$ cat src/design/cflg_pkg.sv
// Shared constants, register codes and control types for the candle flicker level generator.
package cflg_pkg;

  localparam int unsigned LfsrW = 32;
  localparam int unsigned HalfW = 7;

  localparam logic [LfsrW-1:0] FbMask    = 32'hA3AC183C;
  localparam logic [LfsrW-1:0] SeedReset = 32'd1;
  localparam logic [LfsrW-1:0] SeedZeroSub = 32'd1;

  localparam logic [7:0] WindLowReset  = 8'd70;
  localparam logic [7:0] WindHighReset = 8'd92;
  localparam logic [7:0] WindReseed    = 8'd255;
  localparam logic [7:0] LevelMax      = 8'd255;
  localparam logic [7:0] NormalBias    = 8'h80;

  typedef enum logic [1:0] {
    REG_SEED      = 2'd0,
    REG_WIND_LOW  = 2'd1,
    REG_WIND_HIGH = 2'd2
  } cfg_reg_e;

  typedef struct packed {
    logic load;
    logic step;
  } lfsr_ctl_t;

  typedef struct packed {
    logic start;
    logic step;
  } ser_ctl_t;

endpackage

$ cat src/design/cflg_lfsr.sv
// Galois LFSR giving one random bit per step.
module cflg_lfsr (
  input  logic                     clk_i,
  input  logic                     rst_ni,
  input  cflg_pkg::lfsr_ctl_t      ctl_i,
  input  logic [cflg_pkg::LfsrW-1:0] seed_i,
  output logic                     bit_o
);
  import cflg_pkg::*;

  logic [LfsrW-1:0] state_q, state_d, next_s;

  assign next_s = {1'b0, state_q[LfsrW-1:1]} ^ (state_q[0] ? FbMask : '0);
  // The drawn bit is the low bit after the step.
  assign bit_o  = next_s[0];

  always_comb begin
    state_d = state_q;
    if (ctl_i.load) begin
      state_d = seed_i;
    end else if (ctl_i.step) begin
      state_d = next_s;
    end
  end

  always_ff @(posedge clk_i or negedge rst_ni) begin
    if (!rst_ni) begin
      state_q <= SeedReset;
    end else begin
      state_q <= state_d;
    end
  end

endmodule

$ cat src/design/cflg_mod.sv
// Bit-serial remainder: takes the dividend MSB first, one bit per cycle while stepped.
module cflg_mod (
  input  logic               clk_i,
  input  logic               rst_ni,
  input  cflg_pkg::ser_ctl_t ctl_i,
  input  logic               bit_i,
  input  logic [7:0]         span_i,
  output logic [7:0]         rem_o
);
  import cflg_pkg::*;

  logic [7:0] rem_q, rem_d;
  logic [8:0] shifted;

  assign shifted = {rem_q, bit_i};
  assign rem_o   = rem_q;

  always_comb begin
    rem_d = rem_q;
    if (ctl_i.start) begin
      rem_d = '0;
    end else if (ctl_i.step) begin
      // shifted stays below twice the span, so one subtract suffices
      if (shifted >= {1'b0, span_i}) begin
        rem_d = 8'(shifted - {1'b0, span_i});
      end else begin
        rem_d = shifted[7:0];
      end
    end
  end

  always_ff @(posedge clk_i or negedge rst_ni) begin
    if (!rst_ni) begin
      rem_q <= '0;
    end else begin
      rem_q <= rem_d;
    end
  end

endmodule

$ cat src/design/cflg_mul.sv
// Shift-and-add multiplier: unsigned half-wind times signed normal, one bit per cycle while stepped.
module cflg_mul (
  input  logic                        clk_i,
  input  logic                        rst_ni,
  input  cflg_pkg::ser_ctl_t          ctl_i,
  input  logic [cflg_pkg::HalfW-1:0]  mplier_i,
  input  logic [7:0]                  mcand_i,
  output logic [15:0]                 prod_o
);
  import cflg_pkg::*;

  logic [HalfW-1:0] mplier_q, mplier_d;
  logic [7:0]       mcand_q, mcand_d;
  logic [15:0]      prod_q, prod_d;
  logic [15:0]      addend;

  assign addend = mplier_q[HalfW-1] ? {{8{mcand_q[7]}}, mcand_q} : 16'd0;
  assign prod_o = prod_q;

  always_comb begin
    mplier_d = mplier_q;
    mcand_d  = mcand_q;
    prod_d   = prod_q;
    if (ctl_i.start) begin
      mplier_d = mplier_i;
      mcand_d  = mcand_i;
      prod_d   = '0;
    end else if (ctl_i.step) begin
      // MSB first: double, then add
      prod_d   = {prod_q[14:0], 1'b0} + addend;
      mplier_d = {mplier_q[HalfW-2:0], 1'b0};
    end
  end

  always_ff @(posedge clk_i or negedge rst_ni) begin
    if (!rst_ni) begin
      mplier_q <= '0;
      mcand_q  <= '0;
      prod_q   <= '0;
    end else begin
      mplier_q <= mplier_d;
      mcand_q  <= mcand_d;
      prod_q   <= prod_d;
    end
  end

endmodule

$ cat src/design/candle_flicker_level_generator_top.sv
// Top level: sequencer, state registers, fade logic and output register.
// A tick's result waits while an earlier result is held in the output register.
// Throughput: one tick at a time; the serial LFSR (32 bits drawn one per cycle),
//   the serial remainder and the serial multiplier do the work of a frame-start tick.
// A new tick is taken while an earlier result still waits in the output register.
// Reset is asynchronous, active low; the first tick after reset reseeds.
module candle_flicker_level_generator_top (
  input  logic        clk_i,
  input  logic        rst_ni,
  input  logic        cfg_we_i,
  input  logic [1:0]  cfg_idx_i,
  input  logic [31:0] cfg_data_i,
  input  logic        in_valid_i,
  output logic        in_stall_o,
  input  logic        reseed_i,
  output logic        out_valid_o,
  input  logic        out_stall_i,
  output logic [7:0]  duty_o,
  output logic        frame_end_o
);
  import cflg_pkg::*;

  typedef enum logic [8:0] {
    S_IDLE  = 9'b000000001,
    S_MOD   = 9'b000000010,
    S_WIND  = 9'b000000100,
    S_SUM   = 9'b000001000,
    S_LEFT  = 9'b000010000,
    S_RIGHT = 9'b000100000,
    S_MUL   = 9'b001000000,
    S_LEVEL = 9'b010000000,
    S_DONE  = 9'b100000000
  } state_e;

  state_e state_q, state_d;

  logic [LfsrW-1:0] seed_q;
  logic [7:0] wind_low_q, wind_high_q;

  logic [3:0] cnt_q, cnt_d;
  logic [7:0] acc_q, acc_d;
  logic [7:0] wind_q, wind_d;
  logic [7:0] from_q, from_d;
  logic [7:0] to_q, to_d;
  logic [1:0] phase_q, phase_d;
  logic       started_q, started_d;
  logic       reseed_q, reseed_d;

  logic       out_valid_q, out_valid_d;
  logic [7:0] duty_q, duty_d;
  logic       fend_q, fend_d;

  lfsr_ctl_t lfsr_ctl;
  ser_ctl_t  mod_ctl, mul_ctl;
  logic       rnd_bit;
  logic [7:0] rem;
  logic [15:0] prod;
  logic [LfsrW-1:0] seed_eff;

  logic [7:0]  span, target;
  logic [9:0]  wind_sum;
  logic [3:0]  weight;
  logic [7:0]  term;
  logic [7:0]  base;
  logic [10:0] level_x;
  logic [7:0]  level;
  logic [8:0]  diff;
  logic [7:0]  q4;
  logic [7:0]  fade_duty;
  logic        fade_end;
  logic        out_free;

  // Configuration registers
  always_ff @(posedge clk_i or negedge rst_ni) begin
    if (!rst_ni) begin
      seed_q      <= SeedReset;
      wind_low_q  <= WindLowReset;
      wind_high_q <= WindHighReset;
    end else if (cfg_we_i) begin
      unique case (cfg_reg_e'(cfg_idx_i))
        REG_SEED:      seed_q      <= cfg_data_i;
        REG_WIND_LOW:  wind_low_q  <= cfg_data_i[7:0];
        REG_WIND_HIGH: wind_high_q <= cfg_data_i[7:0];
        default: ;
      endcase
    end
  end

  assign seed_eff = (seed_q == '0) ? SeedZeroSub : seed_q;
  assign span     = (wind_high_q > wind_low_q) ? 8'(wind_high_q - wind_low_q) : 8'd1;
  assign target   = 8'(wind_low_q + rem);
  // (64*w + 192*t) >> 8 is (w + 3t) >> 2
  assign wind_sum = {2'b00, wind_q} + {2'b00, target} + {1'b0, target, 1'b0};

  assign weight = 4'b1000 >> cnt_q[1:0];
  assign term   = {4'b0000, weight & {4{rnd_bit}}};

  assign base    = 8'(LevelMax - wind_q);
  assign level_x = $signed({3'b000, base}) + $signed(prod[15:5]);
  always_comb begin
    if (level_x[10]) begin
      level = '0;
    end else if (level_x[9:8] != 2'b00) begin
      level = LevelMax;
    end else begin
      level = level_x[7:0];
    end
  end

  // Fade between the two targets in quarter steps
  assign diff = {1'b0, to_q} - {1'b0, from_q};
  assign q4   = {diff[8], diff[8:2]};
  always_comb begin
    fade_end = 1'b0;
    case (phase_q)
      2'd0:    fade_duty = 8'(from_q + q4);
      2'd1:    fade_duty = 8'(from_q + diff[8:1]);
      2'd2:    fade_duty = 8'(to_q - q4);
      default: begin
        fade_duty = to_q;
        fade_end  = 1'b1;
      end
    endcase
  end

  assign out_free = !out_valid_q || !out_stall_i;

  always_comb begin
    state_d     = state_q;
    cnt_d       = cnt_q;
    acc_d       = acc_q;
    wind_d      = wind_q;
    from_d      = from_q;
    to_d        = to_q;
    phase_d     = phase_q;
    started_d   = started_q;
    reseed_d    = reseed_q;
    out_valid_d = out_valid_q && out_stall_i;
    duty_d      = duty_q;
    fend_d      = fend_q;
    lfsr_ctl    = '0;
    mod_ctl     = '0;
    mul_ctl     = '0;

    unique case (state_q)
      S_IDLE: begin
        if (in_valid_i) begin
          cnt_d = '0;
          if (reseed_i || !started_q) begin
            lfsr_ctl.load = 1'b1;
            wind_d    = WindReseed;
            phase_d   = '0;
            started_d = 1'b1;
            reseed_d  = 1'b1;
            acc_d     = NormalBias;
            state_d   = S_SUM;
          end else begin
            reseed_d = 1'b0;
            if (phase_q == 2'd0) begin
              mod_ctl.start = 1'b1;
              state_d       = S_MOD;
            end else begin
              state_d = S_DONE;
            end
          end
        end
      end
      S_MOD: begin
        lfsr_ctl.step = 1'b1;
        mod_ctl.step  = 1'b1;
        cnt_d = cnt_q + 4'd1;
        if (cnt_q == 4'd7) begin
          state_d = S_WIND;
        end
      end
      S_WIND: begin
        wind_d  = wind_sum[9:2];
        acc_d   = NormalBias;
        cnt_d   = '0;
        state_d = S_SUM;
      end
      S_SUM: begin
        lfsr_ctl.step = 1'b1;
        acc_d = acc_q + {3'b000, rnd_bit, 4'b0000};
        cnt_d = cnt_q + 4'd1;
        if (cnt_q == 4'd15) begin
          cnt_d   = '0;
          state_d = S_LEFT;
        end
      end
      S_LEFT: begin
        lfsr_ctl.step = 1'b1;
        acc_d = acc_q + term;
        cnt_d = cnt_q + 4'd1;
        if (cnt_q == 4'd3) begin
          cnt_d   = '0;
          state_d = S_RIGHT;
        end
      end
      S_RIGHT: begin
        lfsr_ctl.step = 1'b1;
        acc_d = acc_q - term;
        cnt_d = cnt_q + 4'd1;
        if (cnt_q == 4'd3) begin
          // hand the finished normal straight to the multiplier
          mul_ctl.start = 1'b1;
          cnt_d   = '0;
          state_d = S_MUL;
        end
      end
      S_MUL: begin
        mul_ctl.step = 1'b1;
        cnt_d = cnt_q + 4'd1;
        if (cnt_q == 4'(HalfW - 1)) begin
          state_d = S_LEVEL;
        end
      end
      S_LEVEL: begin
        if (reseed_q) begin
          from_d = level;
        end else begin
          from_d = to_q;
        end
        to_d    = level;
        state_d = S_DONE;
      end
      S_DONE: begin
        if (out_free) begin
          out_valid_d = 1'b1;
          if (reseed_q) begin
            duty_d = to_q;
            fend_d = 1'b1;
          end else begin
            duty_d  = fade_duty;
            fend_d  = fade_end;
            phase_d = phase_q + 2'd1;
          end
          state_d = S_IDLE;
        end
      end
      default: state_d = S_IDLE;
    endcase
  end

  always_ff @(posedge clk_i or negedge rst_ni) begin
    if (!rst_ni) begin
      state_q     <= S_IDLE;
      cnt_q       <= '0;
      wind_q      <= WindReseed;
      from_q      <= '0;
      to_q        <= '0;
      phase_q     <= '0;
      started_q   <= 1'b0;
      reseed_q    <= 1'b0;
      out_valid_q <= 1'b0;
    end else begin
      state_q     <= state_d;
      cnt_q       <= cnt_d;
      wind_q      <= wind_d;
      from_q      <= from_d;
      to_q        <= to_d;
      phase_q     <= phase_d;
      started_q   <= started_d;
      reseed_q    <= reseed_d;
      out_valid_q <= out_valid_d;
    end
  end

  always_ff @(posedge clk_i) begin
    acc_q  <= acc_d;
    duty_q <= duty_d;
    fend_q <= fend_d;
  end

  cflg_lfsr u_lfsr (
    .clk_i  (clk_i),
    .rst_ni (rst_ni),
    .ctl_i  (lfsr_ctl),
    .seed_i (seed_eff),
    .bit_o  (rnd_bit)
  );

  cflg_mod u_mod (
    .clk_i  (clk_i),
    .rst_ni (rst_ni),
    .ctl_i  (mod_ctl),
    .bit_i  (rnd_bit),
    .span_i (span),
    .rem_o  (rem)
  );

  cflg_mul u_mul (
    .clk_i    (clk_i),
    .rst_ni   (rst_ni),
    .ctl_i    (mul_ctl),
    .mplier_i (wind_q[7:1]),
    .mcand_i  (acc_d),
    .prod_o   (prod)
  );

  assign in_stall_o  = (state_q != S_IDLE);
  assign out_valid_o = out_valid_q;
  assign duty_o      = duty_q;
  assign frame_end_o = fend_q;

endmodule

$ cat config.mk
export PLATFORM = sky130hd
export DESIGN_NAME = candle_flicker_level_generator_top
export DESIGN_NICKNAME = d
export VERILOG_FILES = /design/src/design/cflg_pkg.sv /design/src/design/cflg_lfsr.sv /design/src/design/cflg_mod.sv /design/src/design/cflg_mul.sv /design/src/design/candle_flicker_level_generator_top.sv
export SDC_FILE = /design/constraint.sdc
export NUM_CORES = 1
export LEC_CHECK = 0
export ABC_AREA = 1
export BUFFER_PORTS_ARGS = -buffer_cell sky130_fd_sc_hd__buf_2
export CAP_MARGIN = 20
export CORE_MARGIN = 4
export CORE_UTILIZATION = 50
export DETAILED_ROUTE_END_ITERATION = 16
export PLACE_DENSITY = 0.79
export SLEW_MARGIN = 20
export SYNTH_ARGS = -nofsm -noshare
export SYNTH_HDL_FRONTEND = slang
export SYNTH_SLANG_ARGS = --single-unit
$ cat constraint.sdc
create_clock -name clk_i -period 3 [get_ports clk_i]
set_input_delay 0.15 -clock clk_i [delete_from_list [all_inputs] [get_ports clk_i]]
set_output_delay 0.15 -clock clk_i [all_outputs]
set_load 0.05 [all_outputs]
==> run summary <==
Setup WS post-layout -> -301 ps
Critical Path Max Stage Delay -> 540 ps
Worst Path Buf+Inv -> 3
DR iter-0 viols -> 1,040
Port Buf Inserts -> 50
Core Rows -> 57
EDFF count, synth -> 9
Number of remaining DRC errors -> 0
Max cap viols -> 0
Largest net degree at the start of global routing -> 87
Die H -> 165 µm
Pins Over Slew Limit -> 0
Post-Route WL -> 35.5 mm
ANT nets after route -> 0
Gr ovfl total -> 0
Root buffer selected by CTS -> clkbuf_16
Area of the multi-input gates -> 7870 µm²
CP Capture Type -> flop
Via density -> 5.67
Core area -> 24,300 µm²
Register Area -> 4480 µm²
CTS tree -> built
Dpl cells -> 2,033
Die area -> 27,300 µm²
Yosys warning total -> 0
Critical path fanouts, max -> 2
Power per Cell Area -> 1140 nW/µm²
Async SR Flop Fraction -> 0.904
Number of fill cells in the layout -> 1,812
Run status -> finished with violations
Post-Synthesis Mean Instance Area -> 7.69 µm²
Initial Util -> 0.508
#FFs+latches synth -> 178
Cell chain of the critical path -> ha_2 > inv_2 > fa_2 > inv_2 > fa_1 > nand3_2 > fa_2 > nand3b_1 > nand2_1 > nand2_1 > nand2_1 > nand2_2 > a21boi_2 > o21ai_1 > o21ai_1 > inv_1
Unrepaired setup endpoints after global routing -> yes
GPL Wtd Cong -> 0.927
CP max stage cell -> fa_1
Sequential share of the synthesized area -> 0.363
First-pass GRT wire length -> 54.8 mm
Worst vdd ir -> 0.642 mV
Final Net Count -> 1,951
Fin. Hold Viols -> 0
Post-synthesis cell count -> 1,607
Failing checks -> negative setup slack
Setup Viol. Count Final -> 21
Clock latency on the worst-skew pair -> 460 ps
Vias in the first global route -> 11,800
CP most frequent cell -> nand2_1
Post-synthesis instance area -> 12,400 µm²
Worst EP required -> 3390 ps
Share of cells above drive strength 1 -> 0.261
Via count -> 12,100
Post-Layout Cell Count -> 2,139
Delay-heaviest family, CP -> adder cells
Hold Crit Class -> in2reg
Worst-case clock buffer depth -> 2
Wire length per cell -> 16.6 µm
Slew at the pin with the worst max-slew slack -> 682 ps
Relative slew slack -> 0.544
Netlist cell types -> 58
Post-DP HPWL -> 22.2 mm
Startpoint Class -> flop
CTS Sinks -> 178
Fmax -> 303 MHz
Ant. Diodes -> 0
Clock buffer count from CTS -> 17
Crit path kind -> reg2reg
Finished Core Util -> 0.648
Top-Level Pins -> 51
Skew final -> 14.9 ps
Syn nets -> 1,756
Clk slew on worst S/H paths -> 80 ps
Gr usage total -> 0.244
Initial antenna violation count -> 0
Worst slack at placement -> -185 ps
Pleak -> 7.75 nW
Minimum clock period -> 3300 ps
Main synth FF type -> dfrtp_1
Die Wd -> 165 µm
Initial DRT Pass Iterations -> 5
Final period util -> 1.10
CTS HTree Levels -> 4
Worst EP arrival -> 3690 ps
Area grow syn2layout -> 27.6%
==> per-layer routing <==
metal / wire length [µm] / part of all wire / global-route usage
met1: 14000 / 0.39 / 0.298
met2: 18400 / 0.52 / 0.433
met3: 1960 / 0.055 / 0.0405
met4: 1190 / 0.034 / 0.0866
met5: 0 / 0 / 0
==> stage by stage <==
stage	TNS (ps)	hold WS (ps)	instance area [µm²]	total power [mW]
after global placement	-493	48.8	13500	11.8
after global routing	-5330	22.7	15800	19.2
final	-2280	2.60	15800	18.0
after detailed placement	-2310	51.8	13500	12.1
after floorplan	0	-146	12400	9.70
after CTS	-207	9.09	14800	15.2
==> synth_stat cells, types with 2 or more instances <==
library cell,number,share of area
nand2_1,426,0.13
inv_1,193,0.059
dfrtp_1,143,0.29
nand3_1,126,0.051
nor2_1,104,0.032
o21ai_0,96,0.039
ha_1,92,0.093
a21oi_1,83,0.034
a31oi_1,34,0.017
xor2_1,27,0.019
mux2_2,24,0.022
nand4_1,23,0.012
clkbuf_1,21,0.0064
dfstp_2,18,0.038
fa_1,17,0.028
nand3b_1,17,0.010
xnor2_1,15,0.011
nor3_1,12,0.0049
or2_2,12,0.0061
o211ai_1,11,0.0067
edfxtp_1,9,0.022
buf_2,8,0.0032
dfxtp_1,8,0.013
nor4_1,8,0.0041
o22ai_1,6,0.0030
a21boi_0,5,0.0030
inv_2,5,0.0015
nand2_4,5,0.0046
nor2_2,5,0.0025
o221ai_1,5,0.0035
o21bai_1,4,0.0024
a21o_1,3,0.0018
buf_1,3,0.00091
buf_4,3,0.0018
clkinv_1,3,0.00091
nand2_2,3,0.0015
nor3_2,3,0.0024
o21a_1,3,0.0018
o21ai_1,3,0.0012
a221oi_1,2,0.0014
nor3_4,2,0.0026
==> final timing paths <==
check,slack [ps],to,startpoint,cells past startpoint
max,-300,wind_q[5],u_mod.rem_o[0],16
min,3,seed_q[0],cfg_data_i[0],3
max reg2reg,-300,wind_q[5],u_mod.rem_o[0],16
min reg2reg,460,started_q,started_q,2
max in group asynchronous,1950,u_lfsr.state_q[7],rst_ni,3
min in group asynchronous,140,u_mul.prod_o[15],rst_ni,2
==> layout by cell type (no fill, tap or decap), types with 26 or more instances in the layout <==
| master | n |
|---|---|
| nand2_1 | 388 |
| nor2_1 | 100 |
| buf_4 | 109 |
| a31oi_1 | 34 |
| nand3_1 | 101 |
| xor2_1 | 26 |
| buf_2 | 49 |
| ha_1 | 67 |
| a21oi_1 | 53 |
| inv_1 | 171 |
| dlygate4sd3_1 | 32 |
| a21oi_2 | 26 |
| nand2_2 | 35 |
| o21ai_0 | 72 |
| dfrtp_1 | 143 |
==> worst min-delay path, delay by kind of cell <==
family	cells	cell delay, ps
AO/OA/AOI/OAI	1	100
buffers and inverters	2	190
==> where the power goes <==
group | switching [mW] | internal, mW | total [mW] | leakage, nW
logic | 6.85 | 5.36 | 12.2 | 5.35
clock network | 1.14 | 1.14 | 2.28 | 0.290
registers | 0.464 | 3.01 | 3.47 | 2.11
total | 8.45 | 9.51 | 18.0 | 7.75
==> repair_timing <==
item                                    4_1_cts  5_1_grt
hold buffers                                 32        0
endpoints found under the setup margin       19       31
gates resized for setup                      59      186
hold endpoints to repair                     59        0
pin swaps                                    18       90
setup buffers                                17       27
==> cell type report <==
cell class,count,area share
multi-input combinational,1191,0.499
clock buffer,18,0.0279
inverter,203,0.0491
sequential,178,0.284
tap,324,0.0257
timing repair buffer,211,0.103
clock inverter,14,0.0101
==> cells by family (layout without fill, tap and decap cells) <==
| logic type | count (synthesis) | in the layout | synth area share |
|---|---|---|---|
| buffers and inverters | 238 | 446 | 0.0746 |
| adder cells (fa/ha/maj) | 109 | 109 | 0.121 |
| AND/OR/NAND/NOR | 752 | 752 | 0.269 |
| multiplexers | 25 | 25 | 0.0227 |
| AO/OA/AOI/OAI | 263 | 263 | 0.121 |
| flip-flops | 178 | 178 | 0.363 |
| XOR/XNOR | 42 | 42 | 0.0298 |
==> registers in the layout, indices dropped and copies added, names as in the netlist, 2 cells and up <==
signal / flops
u_mul.mcand_q: 8
state_q: 9
to_q: 8
acc_q: 8
u_mul.mplier_q: 7
cnt_q: 4
seed_q: 32
u_mod.rem_o: 8
wind_low_q: 8
duty_o: 8
wind_high_q: 8
u_lfsr.state_q: 32
phase_q: 2
u_mul.prod_o: 16
from_q: 8
wind_q: 8
Note: power is estimated with default switching activity, not from simulation.
